$ cat src/rtl/assert_macros.svh
// Assertion helpers shared by the RTL. Each macro samples on clk and is
// disabled while rst is high.
`ifndef ASSERT_MACROS_SVH
`define ASSERT_MACROS_SVH

// Same-cycle implication.
`define ASSERT_IMPLIES(label, ante, cons, msg) \
  label: assert property (@(posedge clk) disable iff (rst) (ante) |-> (cons)) \
    else $error(msg);

// Next-cycle implication.
`define ASSERT_NEXT(label, ante, cons, msg) \
  label: assert property (@(posedge clk) disable iff (rst) (ante) |=> (cons)) \
    else $error(msg);

`endif

$ cat src/rtl/vad_pkg.sv
`default_nettype none

package vad_pkg;

  // Angle accumulator: degrees with 24 fraction bits, signed, 33 bits wide.
  localparam int ACC_FRAC = 24;
  localparam int ZW       = 33;
  localparam int OUT_W    = 16;

  localparam logic signed [ZW-1:0] Z_90  = ZW'(90) << ACC_FRAC;
  localparam logic signed [ZW-1:0] Z_180 = ZW'(180) << ACC_FRAC;

  // atan(2^-i) in degrees with 24 fraction bits, rounded to nearest.
  function automatic logic signed [ZW-1:0] atan_deg(input logic [4:0] idx);
    logic signed [ZW-1:0] a;
    unique case (idx)
      5'd0:  a = ZW'(754974720);
      5'd1:  a = ZW'(445687602);
      5'd2:  a = ZW'(235489088);
      5'd3:  a = ZW'(119537938);
      5'd4:  a = ZW'(60000934);
      5'd5:  a = ZW'(30029717);
      5'd6:  a = ZW'(15018523);
      5'd7:  a = ZW'(7509720);
      5'd8:  a = ZW'(3754917);
      5'd9:  a = ZW'(1877466);
      5'd10: a = ZW'(938734);
      5'd11: a = ZW'(469367);
      5'd12: a = ZW'(234684);
      5'd13: a = ZW'(117342);
      5'd14: a = ZW'(58671);
      5'd15: a = ZW'(29335);
      5'd16: a = ZW'(14668);
      5'd17: a = ZW'(7334);
      5'd18: a = ZW'(3667);
      5'd19: a = ZW'(1833);
      5'd20: a = ZW'(917);
      5'd21: a = ZW'(458);
      5'd22: a = ZW'(229);
      5'd23: a = ZW'(115);
      5'd24: a = ZW'(57);
      5'd25: a = ZW'(29);
      5'd26: a = ZW'(14);
      5'd27: a = ZW'(7);
      5'd28: a = ZW'(4);
      5'd29: a = ZW'(2);
      5'd30: a = ZW'(1);
      default: a = '0;
    endcase
    return a;
  endfunction

endpackage

`default_nettype wire

$ cat src/rtl/vad_finish.sv
`default_nettype none

// Saturates the accumulator to 0..180 degrees and rounds to the output format, or gives 0 for a zero-length vector.
module vad_finish import vad_pkg::*; #(
  parameter int ANGLE_FRAC_BITS = 8
) (
  input  wire                  clk,
  input  wire                  rst,
  input  wire                  up_valid,
  output logic                 up_ready,
  input  wire  signed [ZW-1:0] z_in,
  input  wire                  nz_in,
  output logic                 dn_valid,
  input  wire                  dn_ready,
  output logic [OUT_W-1:0]     angle,
  output logic                 angle_valid
);

  localparam int          RSH = ACC_FRAC - ANGLE_FRAC_BITS;
  localparam logic [31:0] RND = 32'(1) << (RSH - 1);

  logic              adv;
  logic [31:0]       zc, zr, qs;
  logic [OUT_W-1:0]  angle_next;

  assign adv      = !dn_valid || dn_ready;
  assign up_ready = adv;

  always_comb begin
    if (z_in[ZW-1]) begin
      zc = '0;
    end else if (z_in > Z_180) begin
      zc = Z_180[31:0];
    end else begin
      zc = z_in[31:0];
    end
    zr         = zc + RND;
    qs         = zr >> RSH;
    angle_next = nz_in ? qs[OUT_W-1:0] : '0;
  end

  always_ff @(posedge clk) begin
    if (rst) begin
      dn_valid <= 1'b0;
    end else if (adv) begin
      dn_valid <= up_valid;
    end
  end

  always_ff @(posedge clk) begin
    if (adv) begin
      angle       <= angle_next;
      angle_valid <= nz_in;
    end
  end

endmodule

`default_nettype wire

$ cat config.mk
export PLATFORM = sky130hd
export DESIGN_NAME = vad_finish
export DESIGN_NICKNAME = d
export VERILOG_FILES = /design/src/rtl/assert_macros.svh /design/src/rtl/vad_pkg.sv /design/src/rtl/vad_finish.sv
export SDC_FILE = /design/constraint.sdc
export NUM_CORES = 1
export LEC_CHECK = 0
export ABC_AREA = 1
export BUFFER_PORTS_ARGS = -buffer_cell sky130_fd_sc_hd__buf_2
export CAP_MARGIN = 20
export CORE_AREA = 8 8 63 65
export DETAILED_ROUTE_END_ITERATION = 10
export DIE_AREA = 0 0 71 73
export PLACE_DENSITY = 0.77
export REMOVE_ABC_BUFFERS = 1
export SLEW_MARGIN = 20
export SYNTH_ARGS = -nofsm -noshare
export SYNTH_HDL_FRONTEND = slang
export SYNTH_SLANG_ARGS = --single-unit
$ cat constraint.sdc
create_clock -name clk -period 1.9 [get_ports clk]
set_clock_uncertainty 0.2 [all_clocks]
set_input_delay 0.095 -clock clk [delete_from_list [all_inputs] [get_ports clk]]
set_output_delay 0.095 -clock clk [all_outputs]
set_load 0.03 [all_outputs]
==> impl_results.md <==
- Worst reg2reg path depth: 4
- Drt drc: 0
- Final Hold Viols: 0
- Nets: ~330
- H-tree levels: 1
- Post-synth ARST share: 0%
- N_diodes: 0
- Post-synth EDFFs: 17
- RSZ-0062 raised after global routing: no
- Antenna-violating nets left: 0
- Num rows: 20
- Max Cap Violations: 0
- Cells after DPL: ~310
- Area of the core: a little under 3000 um2
- CTS Buffer Depth: 2
- Die area: roughly 5200 um2
- Final Wtd Congestion: between 0.9 and 1
- Hpwl dp: approximately 2900 um
- Total leakage power: about 1.1 nW
- Routed vias/inst: ~4.7
- TritonRoute pass-1 iters: 4
- Slew Viols, Final: 0
- Sequential-to-total area share from yosys stat: between 30% and 40%
- CTS clk-pin slew, worst paths: roughly 0.1 ns
- Fin cells: 320
- CTS Buf Count: 3
- CP cell instances: buf_2 -> inv_2 -> nand2_1 -> nor2_1 -> nand2_1 -> nor2_1 -> nand2_1 -> nand2_4 -> nand3_2 -> nor2_4 -> nand2_2 -> nor2_4 -> nand3_1 -> nand2_1 -> nor2_1
- Req. time, crit path: between 1.5 and 2 ns
- Synth Area per Inst: roughly 7 um2
- Synth unique cells: 25
- Final WL: ~3500 um
- Period Utilization, post-route: 87.1%
- Share of the synthesized area in the top cell type: 37.6%
- Vias in the first global route: around 1500
- Period minus WS final: ~1.7 ns
- Tightest Pin Transition: approximately 0.28 ns
- Initial antenna violation count: 0
- Crit Path Category: input pin to flop
- Status: completed
- Area of the multi-input gates: about 630 um2
- Fin worst setup slack: roughly 0.25 ns
- Top_reg_cell synth: edfxtp_1
- Top area cells in the synthesized netlist: edfxtp_1 (38%), nand2_1 (15%), inv_1 (11%)
- Number of port buffers: 56
- Share of cells above drive strength 1: between 30% and 40%
- Largest area contributor in the synthesized netlist: edfxtp_1
- Max Fanout on Critical Path: 14
- Mapped Area: approximately 1400 um2
- I/O Pins: 57
- Syn. warnings: 0
- CP peak stage delay: 0.18 ns
- Grt total ovfl: 0
- Hold depth: 4
- Die H: ~73 um
- Iteration-0 DRC Markers: between 100 and 150
- Chip width: 71 um
- Clock root buffer: clkbuf_4
- Drt wl/cell: between 10 and 15 um
- Filler instances: about 270
- Synth Instances: 194
- Fmax: 0.604 GHz
- Final setup fails: 0
- Slowest cell on crit path: nor2_4
- Power Dens Cells: 509 nW/um2
- Worst Hold Class: input pin to flop
- Vias: between 1000 and 1500
- Pre-CTS setup slack: -0.102 ns
- CTS tree: done
- Largest net degree at the start of global routing: 20
- CP startpoint kind: input pin
- Peak supply drop: slightly above 0.2 mV
- CP endpoint kind: flop
- Worst path most repeated cell: nand2_1
- Clock sinks: 18
- Yosys reg bits: 18
- Critical Path AT: approximately 1.5 ns
- GRT Total Usage: around 15%
- Clk Latency, worst-skew pair: around 0.28 ns
- Storage cell area: about 530 um2
- P&R area growth vs syn: 45.3%
- Initial Util: between 40% and 50%
- First-pass GRT wire length: 6330 um
- Slew HR: 81.0%
==> layout by cell type, fill, tap and decap left out <==
cell           instances
nor3_1                 3
buf_4                 33
edfxtp_1              17
nor2_1                26
inv_1                 40
o21ai_1                2
nand4_1                6
nand3_2                2
a21oi_2                2
nand2_1               53
inv_4                  1
clkbuf_8               1
nor3_4                 2
a21oi_1                8
clkbuf_4               3
dfxtp_1                1
nor2_4                 4
inv_2                  5
buf_2                 56
nand2_4                1
nand2_2                1
nor3b_2                1
o21ai_0                4
o21bai_1               1
nor2_2                 2
nand3_1                8
dlygate4sd3_1          3
a211oi_1               1
==> cell usage after synthesis (3+ instances only) <==
library cell,number
nand2_1,53
nand4_1,6
nor3_1,3
nand3_1,8
edfxtp_1,17
o21ai_0,4
a21oi_1,8
inv_1,40
nor2_1,27
inv_2,5
nor2_4,3
==> kinds of logic after synthesis <==
logic type,Yosys count,synth area share (%)
simple gates,109,38.4
buf+inv,49,14.9
flops,18,39.1
compound gates,18,7.56
==> per-layer routing <==
layer	global-route usage (%)	wire length, um	part of all wire (%)	vias to the layer above
met1	16.0	1430	41	642
li1	-	-	-	790
met3	4.81	317	9.2	4
met5	0	0	0	-
met2	26.4	1650	48	60
met4	6.70	74	2.1	0
==> critical path, delay by kind of cell <==
kind / cells / cell delay, ns
buffers and inverters: 2 / 0.14
and+or+nand+nor: 13 / 1.28
==> repair_timing <==
action | CTS | global route
hold buffers | 3 | 0
endpoints found under the setup margin | 0 | 2
setup buffers | 0 | 0
hold endpoints to repair | 2 | 0
resized for setup | 0 | 2
==> power by group <==
| group | leakage [nW] | total, mW | internal (mW) | switching (mW) |
|---|---|---|---|---|
| registers | 0.201 | 0.470 | 0.464 | 0.00633 |
| clock network | 0.0210 | 0.230 | 0.117 | 0.114 |
| logic | 0.883 | 0.304 | 0.124 | 0.180 |
| total | 1.10 | 1.00 | 0.704 | 0.300 |
==> final timing paths <==
path / slack, ns / from / to
worst min-delay path: 0.07 / z_in[21] / angle[5]
worst max-delay path: 0.25 / z_in[16] / angle[13]
worst min register to register: 0.59 / dn_valid / angle_valid
worst max register to register: 0.31 / dn_valid / dn_valid
==> state kept, by name, indices dropped and copies added (netlist names) <==
signal       flops
angle           16
angle_valid      1
dn_valid         1
==> layout make-up <==
class	count	area share, %
Sequential cell	18	26.9
Tap cell	33	2.09
Timing Repair Buffer	92	28.3
Multi-Input combinational cell	127	32.0
Clock buffer	4	1.84
Inverter	46	8.88
==> through the flow <==
stage	area, um2	total power, mW	util [%]	setup TNS (ns)	hold WS (ns)
global route	1970	1.07	66.8	0	0.0791
CTS	1970	1.01	66.6	0	0.0663
floorplan	1330	0.637	-	0	-0.0359
finish	1970	1.00	66.8	0	0.0657
global placement	1900	0.772	64.3	-0.111	0.0496
detailed placement	1900	0.778	64.3	-0.366	0.0499
Power figures use the tool's default switching activity.
