### config.mk
export PLATFORM = sky130hd
export DESIGN_NAME = vad_cordic_step
export DESIGN_NICKNAME = d
export VERILOG_FILES = /design/src/rtl/assert_macros.svh /design/src/rtl/vad_pkg.sv /design/src/rtl/vad_cordic_step.sv
export SDC_FILE = /design/constraint.sdc
export NUM_CORES = 1
export LEC_CHECK = 0
export BUFFER_PORTS_ARGS = -buffer_cell sky130_fd_sc_hd__buf_4
export CORE_MARGIN = 3
export CORE_UTILIZATION = 51
export CTS_CLUSTER_DIAMETER = 150
export DETAILED_ROUTE_END_ITERATION = 8
export MAX_ROUTING_LAYER = met4
export PLACE_DENSITY = 0.82
export SYNTH_ARGS = -nofsm -noshare
export SYNTH_HDL_FRONTEND = slang
export SYNTH_SLANG_ARGS = --single-unit
### constraint.sdc
create_clock -name clk -period 6.4 [get_ports clk]
set_clock_uncertainty 0.2 [all_clocks]
set_input_delay 1.28 -clock clk [delete_from_list [all_inputs] [get_ports clk]]
set_output_delay 1.28 -clock clk [all_outputs]
set_load 0.01 [all_outputs]
### src/rtl/assert_macros.svh
// Assertion helpers shared by the RTL. Each macro samples on clk and is
// disabled while rst is high.
`ifndef ASSERT_MACROS_SVH
`define ASSERT_MACROS_SVH

// Same-cycle implication.
`define ASSERT_IMPLIES(label, ante, cons, msg) \
  label: assert property (@(posedge clk) disable iff (rst) (ante) |-> (cons)) \
    else $error(msg);

// Next-cycle implication.
`define ASSERT_NEXT(label, ante, cons, msg) \
  label: assert property (@(posedge clk) disable iff (rst) (ante) |=> (cons)) \
    else $error(msg);

`endif

### src/rtl/vad_pkg.sv
`default_nettype none

package vad_pkg;

  // Angle accumulator: degrees with 24 fraction bits, signed, 33 bits wide.
  localparam int ACC_FRAC = 24;
  localparam int ZW       = 33;
  localparam int OUT_W    = 16;

  localparam logic signed [ZW-1:0] Z_90  = ZW'(90) << ACC_FRAC;
  localparam logic signed [ZW-1:0] Z_180 = ZW'(180) << ACC_FRAC;

  // atan(2^-i) in degrees with 24 fraction bits, rounded to nearest.
  function automatic logic signed [ZW-1:0] atan_deg(input logic [4:0] idx);
    logic signed [ZW-1:0] a;
    unique case (idx)
      5'd0:  a = ZW'(754974720);
      5'd1:  a = ZW'(445687602);
      5'd2:  a = ZW'(235489088);
      5'd3:  a = ZW'(119537938);
      5'd4:  a = ZW'(60000934);
      5'd5:  a = ZW'(30029717);
      5'd6:  a = ZW'(15018523);
      5'd7:  a = ZW'(7509720);
      5'd8:  a = ZW'(3754917);
      5'd9:  a = ZW'(1877466);
      5'd10: a = ZW'(938734);
      5'd11: a = ZW'(469367);
      5'd12: a = ZW'(234684);
      5'd13: a = ZW'(117342);
      5'd14: a = ZW'(58671);
      5'd15: a = ZW'(29335);
      5'd16: a = ZW'(14668);
      5'd17: a = ZW'(7334);
      5'd18: a = ZW'(3667);
      5'd19: a = ZW'(1833);
      5'd20: a = ZW'(917);
      5'd21: a = ZW'(458);
      5'd22: a = ZW'(229);
      5'd23: a = ZW'(115);
      5'd24: a = ZW'(57);
      5'd25: a = ZW'(29);
      5'd26: a = ZW'(14);
      5'd27: a = ZW'(7);
      5'd28: a = ZW'(4);
      5'd29: a = ZW'(2);
      5'd30: a = ZW'(1);
      default: a = '0;
    endcase
    return a;
  endfunction

endpackage

`default_nettype wire

### src/rtl/vad_cordic_step.sv
`default_nettype none

// One registered CORDIC vectoring iteration.
module vad_cordic_step import vad_pkg::*; #(
  parameter int XW   = 36,
  parameter int STEP = 0
) (
  input  wire                  clk,
  input  wire                  rst,
  input  wire                  up_valid,
  output logic                 up_ready,
  input  wire  signed [XW-1:0] x_in,
  input  wire  signed [XW-1:0] y_in,
  input  wire  signed [ZW-1:0] z_in,
  input  wire                  nz_in,
  output logic                 dn_valid,
  input  wire                  dn_ready,
  output logic signed [XW-1:0] x,
  output logic signed [XW-1:0] y,
  output logic signed [ZW-1:0] z,
  output logic                 nz
);

  // Steps past the end of the arctangent table add nothing to the angle.
  localparam logic signed [ZW-1:0] ANGLE = (STEP < 32) ? atan_deg(5'(STEP)) : '0;

  logic                 adv;
  logic signed [XW-1:0] xs, ys, x_next, y_next;
  logic signed [ZW-1:0] z_next;

  assign adv      = !dn_valid || dn_ready;
  assign up_ready = adv;

  // Arithmetic shifts round toward minus infinity.
  always_comb begin
    xs = x_in >>> STEP;
    ys = y_in >>> STEP;
    if (!y_in[XW-1]) begin
      x_next = x_in + ys;
      y_next = y_in - xs;
      z_next = z_in + ANGLE;
    end else begin
      x_next = x_in - ys;
      y_next = y_in + xs;
      z_next = z_in - ANGLE;
    end
  end

  always_ff @(posedge clk) begin
    if (rst) begin
      dn_valid <= 1'b0;
    end else if (adv) begin
      dn_valid <= up_valid;
    end
  end

  always_ff @(posedge clk) begin
    if (adv) begin
      x  <= x_next;
      y  <= y_next;
      z  <= z_next;
      nz <= nz_in;
    end
  end

endmodule

`default_nettype wire

==> flow_metrics.py <==
metrics = {
    "final_layout": {
        "diodes": 0,
        "final_net_count": 1521,
        "drive_gt1_share_pct": 19.7,
        "area_growth_pct": 20.6,
        "filler_cell_count": 1596,
    },
    "floorplanning": {
        "fp.dieW_um": 144,
        "placementRows": 49,
        "coreArea_um2": 18400,
        "die_area_um2": 20800,
        "io_pins": 218,
        "start_util_pct": 53.0,
        "die_h_um": 144,
    },
    "logic_synthesis": {
        "syn_inst": 1107,
        "synth_common_cells": "a21oi_1 (142), ha_1 (112), inv_1 (109), edfxtp_1 (105), nor2_1 (91)",
        "synth_top_area_share_pct": 32.3,
        "avgSynthCellArea_um2": 8.81,
        "synth_area_leaders": "edfxtp_1 (32%), ha_1 (14%), a21oi_1 (7.3%)",
        "ys_async_sr_fraction_pct": 0,
        "yosysTopAreaCell": "edfxtp_1",
        "yosysWarningCount": 0,
        "synth_most_common_cell": "a21oi_1",
        "synth_edf_count": 105,
        "synth_seq_area_share_pct": 32.6,
        "synth_seq_cells": 106,
        "ys.flop_type": "edfxtp_1",
        "synth_area_um2": 9750,
        "syn_nets": 1333,
        "synthDistinctLibCells": 77,
    },
    "power_and_ir_drop": {
        "pwr-share-seq_pct": 37.9,
        "switching_power_uw": 928,
        "clkPwrFrac_pct": 21.7,
        "switching_share_pct": 36.2,
        "power_frac_comb_pct": 40.4,
        "power_density_nw_per_um2": 218,
        "p_int_uw": 1640,
        "power_leakage_uw": 0.00534,
        "irDropWorstVdd_mv": 0.125,
    },
    "timing": {
        "finalCritPeriodShare_pct": 77.0,
        "finalSetupViolCount": 0,
        "fin_crit_ns": 4.93,
        "tightest_slew_ns": 0.996,
        "max_freq_mhz": 203,
        "rsz0062_at_grt": "false",
        "slew_viol_final": 0,
        "hold_viol_final": 0,
        "setup_tns_ns": 0,
        "max_slew_margin_pct": 33.6,
        "worst_slack_ns": 1.47,
    },
    "clock_tree": {
        "cts_resized": 0,
        "cts.sink_count": 106,
        "cts_tree": "done",
        "cts.htree.levels": 3,
        "ctsRootBufferMaster": "clkbuf_16",
        "cts_max_path_buffers": 2,
        "cts_hold_buf": 0,
        "clk_pin_slew_ns": 0.08,
        "post_cts_buffers": 0,
        "clock_latency_ns": 0.36,
        "cts_buffers": 9,
    },
    "detailed_routing": {
        "avgRoutedWirePerCell_um": 20.7,
        "firstDrtPassIters": 5,
        "antenna_left": 0,
        "routed_wl_um": 31700,
        "vias": 9304,
        "detail_route.iter0.violations": 903,
        "drc": 0,
        "drt-vias-per-instance": 6.09,
    },
    "outcome": {
        "status": "finished clean",
    },
    "run": {
        "timing.max_cap.violations": 0,
    },
    "worst_setup_path": {
        "crit_required_ns": 6.31,
        "worst-r2r-cell-count": 2,
        "critPathArrivalTime_ns": 4.83,
        "cp-end-kind": "flop",
        "critPathKind": "in2reg",
        "cp_max_fo": 12,
        "start_kind": "primary input",
    },
    "placed_design": {
        "portBuffers": 217,
        "place_ws_ns": 1.26,
        "dp_hpwl_um": 25000,
        "gp_congestion": 1.03,
    },
    "global_routing": {
        "antenna_found_initial": 0,
        "grt_pass1_vias": 8711,
        "gr-total-overflow": 0,
        "grt_max_degree": 89,
        "grt_pass1_wl_um": 48100,
        "track_usage_pct": 30.4,
    },
    "hold_path": {
        "worstHoldPathType": "in2reg",
        "min_path_cells": 2,
    },
}
placed cells by master (no fill, tap or decap), types with 9 or more instances in the layout:
master,n
clkbuf_16,9
o21ai_0,69
a211oi_1,17
a21oi_1,142
a21o_1,19
nand3_1,14
inv_1,109
nor3_1,21
xnor2_1,61
edfxtp_1,105
mux2i_1,20
nor2b_1,19
nand2_1,68
buf_4,221
xor2_1,12
nor2_1,91
nand2b_1,12
o21bai_1,22
o211ai_1,9
ha_1,112
flip-flops by register name, summed over array words and instances (netlist names):
| register | flops |
|---|---|
| dn_valid | 1 |
| nz | 1 |
| x | 36 |
| y | 35 |
| z | 33 |
per-stage QoR:
stage	util [%]	cell area [um2]	power, uW	std cells	hold slack [ns]
finish	63.9	11800	2560	1529	0.889
floorplan	-	9750	1560	1107	1.15
detailed placement	62.4	11500	2010	1513	0.907
CTS	63.9	11800	2560	1529	0.883
global placement	62.4	11500	1990	1513	0.875
global route	63.9	11800	2690	1529	0.875
power by group through the flow:
stage / combinational, uW / clock [uW] / sequential [uW]
floorplan: 517 / 0 / 1050
global placement: 1010 / 0 / 984
detailed placement: 1020 / 0 / 987
CTS: 1020 / 565 / 972
global route: 1120 / 594 / 982
finish: 1040 / 556 / 970
final timing paths:
kind,slack [ns],start,end
max,1.47,x_in[18],x[35]
min,0.89,rst,dn_valid
max reg2reg,4.19,dn_valid,x[18]
min reg2reg,0.91,dn_valid,z[21]
cell families (layout without fill, tap and decap cells):
logic type      Yosys count  after routing  synth area share (%)
fa+ha+maj               116            116                  15.2
simple gates            270            270                  13.4
compound gates          361            361                  23.4
buf+inv                 160            353                  6.76
mux                      21             21                  2.17
flops                   106            106                  32.6
xor+xnor                 73             73                  6.56
per-layer routing:
metal / vias to the layer above / part of all wire, % / global-route usage (%)
li1: 4334 / - / -
met1: 4380 / 43 / 42.4
met2: 539 / 46 / 47.8
met3: 51 / 9.7 / 4.53
met4: 0 / 1.6 / 5.89
met5: - / 0 / -
area by class of cell:
type                            instances  area (um2)  share of cell area [%]
Clock buffer                           10         229                    1.95
Clock inverter                          6        48.8                   0.415
Inverter                              116         435                    3.70
Multi-Input combinational cell        841        5920                    50.4
Sequential cell                       106        3170                    27.0
Tap cell                              229         287                    2.44
Timing Repair Buffer                  221        1660                    14.1
critical path: stages:
cell and delay, ns:
buf_4 0.09, inv_1 0.04, ha_1 0.61, clkinv_1 0.42, nor4_1 0.68, and2_1 0.31
a21bo_2 0.24, a31o_2 0.22, a221oi_1 0.43, a2111oi_0 0.19, a31oi_1 0.21, xor2_1 0.09
Note: power is estimated with default switching activity, not from simulation.
