[config.mk]
export PLATFORM = sky130hd
export DESIGN_NAME = vad_front
export DESIGN_NICKNAME = d
export VERILOG_FILES = /design/src/rtl/assert_macros.svh /design/src/rtl/vad_pkg.sv /design/src/rtl/vad_front.sv
export SDC_FILE = /design/constraint.sdc
export NUM_CORES = 2
export LEC_CHECK = 0
export ABC_AREA = 1
export BUFFER_PORTS_ARGS = -buffer_cell sky130_fd_sc_hd__buf_4
export CAP_MARGIN = 15
export CORE_AREA = 2 2 524 526
export CTS_CLUSTER_SIZE = 25
export DETAILED_ROUTE_END_ITERATION = 10
export DIE_AREA = 0 0 526 528
export MAX_ROUTING_LAYER = met4
export SLEW_MARGIN = 10
export SYNTH_ARGS = -nofsm -noshare
export SYNTH_HDL_FRONTEND = slang
export SYNTH_SLANG_ARGS = --single-unit
[constraint.sdc]
create_clock -name clk -period 8.35 [get_ports clk]
set_clock_uncertainty 0.05 [all_clocks]
set_input_delay 1.67 -clock clk [delete_from_list [all_inputs] [get_ports clk]]
set_output_delay 1.67 -clock clk [all_outputs]
set_load 0.02 [all_outputs]
[src/rtl/assert_macros.svh]
// Assertion helpers shared by the RTL. Each macro samples on clk and is
// disabled while rst is high.
`ifndef ASSERT_MACROS_SVH
`define ASSERT_MACROS_SVH

// Same-cycle implication.
`define ASSERT_IMPLIES(label, ante, cons, msg) \
  label: assert property (@(posedge clk) disable iff (rst) (ante) |-> (cons)) \
    else $error(msg);

// Next-cycle implication.
`define ASSERT_NEXT(label, ante, cons, msg) \
  label: assert property (@(posedge clk) disable iff (rst) (ante) |=> (cons)) \
    else $error(msg);

`endif

[src/rtl/vad_pkg.sv]
`default_nettype none

package vad_pkg;

  // Angle accumulator: degrees with 24 fraction bits, signed, 33 bits wide.
  localparam int ACC_FRAC = 24;
  localparam int ZW       = 33;
  localparam int OUT_W    = 16;

  localparam logic signed [ZW-1:0] Z_90  = ZW'(90) << ACC_FRAC;
  localparam logic signed [ZW-1:0] Z_180 = ZW'(180) << ACC_FRAC;

  // atan(2^-i) in degrees with 24 fraction bits, rounded to nearest.
  function automatic logic signed [ZW-1:0] atan_deg(input logic [4:0] idx);
    logic signed [ZW-1:0] a;
    unique case (idx)
      5'd0:  a = ZW'(754974720);
      5'd1:  a = ZW'(445687602);
      5'd2:  a = ZW'(235489088);
      5'd3:  a = ZW'(119537938);
      5'd4:  a = ZW'(60000934);
      5'd5:  a = ZW'(30029717);
      5'd6:  a = ZW'(15018523);
      5'd7:  a = ZW'(7509720);
      5'd8:  a = ZW'(3754917);
      5'd9:  a = ZW'(1877466);
      5'd10: a = ZW'(938734);
      5'd11: a = ZW'(469367);
      5'd12: a = ZW'(234684);
      5'd13: a = ZW'(117342);
      5'd14: a = ZW'(58671);
      5'd15: a = ZW'(29335);
      5'd16: a = ZW'(14668);
      5'd17: a = ZW'(7334);
      5'd18: a = ZW'(3667);
      5'd19: a = ZW'(1833);
      5'd20: a = ZW'(917);
      5'd21: a = ZW'(458);
      5'd22: a = ZW'(229);
      5'd23: a = ZW'(115);
      5'd24: a = ZW'(57);
      5'd25: a = ZW'(29);
      5'd26: a = ZW'(14);
      5'd27: a = ZW'(7);
      5'd28: a = ZW'(4);
      5'd29: a = ZW'(2);
      5'd30: a = ZW'(1);
      default: a = '0;
    endcase
    return a;
  endfunction

endpackage

`default_nettype wire

[src/rtl/vad_front.sv]
`default_nettype none

// Four stages: differences, products, dot/cross sums, CORDIC start vector.
module vad_front import vad_pkg::*; #(
  parameter int COORD_WIDTH = 16
) (
  input  wire                                clk,
  input  wire                                rst,
  input  wire                                up_valid,
  output logic                               up_ready,
  input  wire  signed [COORD_WIDTH-1:0]      end_a_x,
  input  wire  signed [COORD_WIDTH-1:0]      end_a_y,
  input  wire  signed [COORD_WIDTH-1:0]      vertex_x,
  input  wire  signed [COORD_WIDTH-1:0]      vertex_y,
  input  wire  signed [COORD_WIDTH-1:0]      end_b_x,
  input  wire  signed [COORD_WIDTH-1:0]      end_b_y,
  output logic                               dn_valid,
  input  wire                                dn_ready,
  output logic signed [2*COORD_WIDTH+3:0]    x,
  output logic signed [2*COORD_WIDTH+3:0]    y,
  output logic signed [ZW-1:0]               z,
  output logic                               nz
);

  localparam int DW = COORD_WIDTH + 1;
  localparam int PW = 2 * DW;
  localparam int SW = PW + 1;
  localparam int XW = SW + 1;

  logic v1, v2, v3;
  logic adv1, adv2, adv3, adv4;

  logic signed [DW-1:0] ux, uy, wx, wy;
  logic                 nz1, nz2, nz3;
  logic signed [PW-1:0] p_xx, p_yy, p_xy, p_yx;
  logic signed [SW-1:0] d, c;

  logic signed [XW-1:0] dx, cx, cabs;
  logic signed [XW-1:0] x_next, y_next;
  logic signed [ZW-1:0] z_next;

  assign adv4     = !dn_valid || dn_ready;
  assign adv3     = !v3 || adv4;
  assign adv2     = !v2 || adv3;
  assign adv1     = !v1 || adv2;
  assign up_ready = adv1;

  always_ff @(posedge clk) begin
    if (rst) begin
      v1       <= 1'b0;
      v2       <= 1'b0;
      v3       <= 1'b0;
      dn_valid <= 1'b0;
    end else begin
      if (adv1) v1 <= up_valid;
      if (adv2) v2 <= v1;
      if (adv3) v3 <= v2;
      if (adv4) dn_valid <= v3;
    end
  end

  always_ff @(posedge clk) begin
    if (adv1) begin
      ux  <= DW'(end_a_x) - DW'(vertex_x);
      uy  <= DW'(end_a_y) - DW'(vertex_y);
      wx  <= DW'(end_b_x) - DW'(vertex_x);
      wy  <= DW'(end_b_y) - DW'(vertex_y);
      nz1 <= ((end_a_x != vertex_x) || (end_a_y != vertex_y)) &&
             ((end_b_x != vertex_x) || (end_b_y != vertex_y));
    end
    if (adv2) begin
      p_xx <= ux * wx;
      p_yy <= uy * wy;
      p_xy <= ux * wy;
      p_yx <= uy * wx;
      nz2  <= nz1;
    end
    if (adv3) begin
      d   <= SW'(p_xx) + SW'(p_yy);
      c   <= SW'(p_xy) - SW'(p_yx);
      nz3 <= nz2;
    end
    if (adv4) begin
      x  <= x_next;
      y  <= y_next;
      z  <= z_next;
      nz <= nz3;
    end
  end

  // An obtuse angle starts from the vector turned by -90 degrees.
  always_comb begin
    dx   = XW'(d);
    cx   = XW'(c);
    cabs = cx[XW-1] ? -cx : cx;
    if (d[SW-1]) begin
      x_next = cabs;
      y_next = -dx;
      z_next = Z_90;
    end else begin
      x_next = dx;
      y_next = cabs;
      z_next = '0;
    end
  end

endmodule

`default_nettype wire

==> metrics.log <==
[metrics] status: completed
[metrics] All-Layer GR Usage: 0.155
[metrics] number of warnings issued by yosys: 0
[metrics] kind of start point of the critical path: flip-flop
[metrics] register area: 0.0106 mm²
[metrics] area share of the leading cell type in the synthesized netlist: 0.351
[metrics] layout net count: 10200
[metrics] most frequently used flop master after synthesis: edfxtp_1
[metrics] largest net degree at the start of global routing: 83
[metrics] total global routing overflow: 0
[metrics] maximum clock frequency: 144 MHz
[metrics] maximum capacitance violations: 0
[metrics] unrepaired setup endpoints after global routing: false
[metrics] TritonCTS clock tree: yes
[metrics] number of detailed-routing iterations run before antenna repair: 5
[metrics] initial detailed-routing violation count: 4598
[metrics] synthesized flop and latch total: 355
[metrics] final routed wire length divided by cell count: 17.1 µm
[metrics] Placement Setup Slack: 1.39 ns
[metrics] Placement Rows: 192
[metrics] cell area after technology mapping: 0.0678 mm²
[metrics] Vert. Die Dim: 528 µm
[metrics] critical path peak fanout: 15
[metrics] WP data arrival: 7.29 ns
[metrics] via total after detailed routing: 53000
[metrics] Slew @ Worst Pin: 1.21 ns
[metrics] CTS Buf Count: 44
[metrics] total wire length after detailed routing: 207 mm
[metrics] detailed-route DRC error count: 0
[metrics] DIE AREA: 0.278 mm²
[metrics] filler cell count: 29700
[metrics] horizontal die dimension: 526 µm
[metrics] number of enable-type register cells in the synthesized netlist: 351
[metrics] clk buf depth: 3
[metrics] Slew headroom: 0.192
[metrics] post-cts repair resize count: 0
[metrics] clock transition at the register clock pins on the worst setup and hold paths after CTS: 0.07 ns
[metrics] number of hold-repair buffers added at the cts stage: 0
[metrics] most common library cells after synthesis: 2300 x inv_1, 2060 x nand2_1, 1190 x fa_1, 474 x ha_1, 400 x nor2_1
[metrics] last weighted congestion value of the routability-driven placer: 0.980
[metrics] final setup TNS: 0 ns
[metrics] share of final-layout standard cells stronger than drive strength 1: 0.0468
[metrics] placement-stage cell area: 0.0732 mm²
[metrics] # Post-CTS Setup Buffers: 0
[metrics] final max-slew violation count: 0
[metrics] number of global-route vias before repair: 54100
[metrics] ports placed on the boundary: 208
[metrics] dominant cells by area after synthesis: fa_1 35%, edfxtp_1 16%, inv_1 13%
[metrics] antenna viol nets, final: 0
[metrics] master cell of the clock root buffer: clkbuf_16
[metrics] latest clock arrival within the worst-skew pair: 0.64 ns
[metrics] placed wire-length estimate: 175 mm
[metrics] Hold Path Class: reg2reg
[metrics] fin worst setup slack: 1.40 ns
[metrics] number of instances in the synthesized netlist: 8438
[metrics] antenna violations before repair: 3
[metrics] Initial Util: 0.249
[metrics] clock sink count: 355
[metrics] area of the placeable core: 0.272 mm²
[metrics] synth-to-layout area growth: 10.1%
[metrics] via density per instance: 4.38
[metrics] cell taking the most area after synthesis: fa_1
[metrics] sequential area share after synthesis: 0.157
[metrics] ratio of final minimum period to clock period: 0.832
[metrics] count of endpoints failing hold in the final timing report: 0
[metrics] number of buffers inserted by port buffering: 178
[metrics] multi-input gate area in the final layout: 0.0473 mm²
[metrics] wire length of the first global-routing pass: 324 mm
[metrics] WS Path Type: reg2reg
[metrics] type of element capturing the critical path: flip-flop
[metrics] async set-reset flop share out of synthesis: 0
[metrics] hold slack final: 0.374 ns
[metrics] worst path required time: 8.69 ns
[metrics] post-layout min period: 6.95 ns
[metrics] Setup Viol. Count Final: 0
[metrics] number of H-tree branching levels: 2
[metrics] top-count cell post-synth: inv_1
[metrics] post-synthesis average cell area: 8.03 µm²
[metrics] fin area: 0.0747 mm²
[metrics] number of distinct library cells after synthesis: 52
[sequential cells by signal, indices dropped and copies added, names as in the netlist, 17 cells and up]
| name | flops |
|---|---|
| c | 35 |
| d | 35 |
| p_xx | 34 |
| p_xy | 34 |
| p_yx | 34 |
| p_yy | 34 |
| ux | 17 |
| uy | 17 |
| wx | 17 |
| wy | 17 |
| x | 36 |
| y | 36 |
[per-layer routing]
metal / part of all wire / global-route usage / vias to the layer above
met1: 0.48 / 0.224 / 26000
met3: 0.076 / 0.0218 / 213
met4: 0.022 / 0.0301 / 0
met5: 0 / - / -
li1: - / - / 24900
met2: 0.42 / 0.229 / 1942
[layout by cell type (no fill, tap or decap), drive strengths merged, types with 55 or more instances in the layout]
master  synthesis  routed
inv          2303    2314
nand2        2063    2063
fa           1190    1190
ha            474     474
nor2          408     408
edfxtp        351     351
a21oi         290     290
buf            41     280
nand3         257     257
o21ai         213     213
xor2          198     198
nand4          68      68
nor3           55      55
[area by class of cell]
type / count / area share
diodes: 7 / 0.000235
clock buffers: 47 / 0.0149
clock inverters: 35 / 0.00476
inverters: 2305 / 0.116
multi-input cells: 5484 / 0.633
flip-flops and latches: 355 / 0.142
well taps: 3589 / 0.0601
repair buffers: 280 / 0.0283
[critical path, cell delays in order, from the launching register on]
cell	delay, ns
edfxtp_1	0.75
clkinv_1	0.75
buf_4	0.46
nor2_1	0.16
fa_1	0.44
fa_1	0.45
fa_1	0.56
fa_1	0.45
fa_1	0.50
inv_1	0.06
fa_1	0.47
inv_1	0.04
ha_1	0.39
nand2_1	0.15
nor2_1	0.20
inv_1	0.09
nor2_1	0.22
nand4_1	0.27
nand3_1	0.17
nand2_1	0.06
[logic make-up (layout without fill, tap and decap cells)]
logic type	after synthesis	after routing	share of synthesized area
simple gates	2907	2907	0.173
buf+inv	2629	2667	0.147
fa+ha+maj	1664	1664	0.439
compound gates	631	631	0.0517
flops	355	355	0.157
xor+xnor	250	250	0.0323
other cells	1	38	0.0000553
mux	1	1	0.000148
[path summary, 6_finish.rpt]
check / from / endpoint / slack, ns / cells after the start
max reg2reg: wy[16] / p_yy[31] / 1.40 / 19
min reg2reg: nz3 / nz / 0.37 / 0
max: wy[16] / p_yy[31] / 1.40 / 19
min: nz3 / nz / 0.37 / 0
[stage by stage]
step,utilization,cells
global route,0.274,12100
floorplan,-,8468
finish,0.274,12100
global placement,0.269,12000
CTS,0.274,12100
detailed placement,0.269,12000
Power is not shown: default switching activity piles up to over one toggle a cycle in this logic, so the estimate is an artifact.
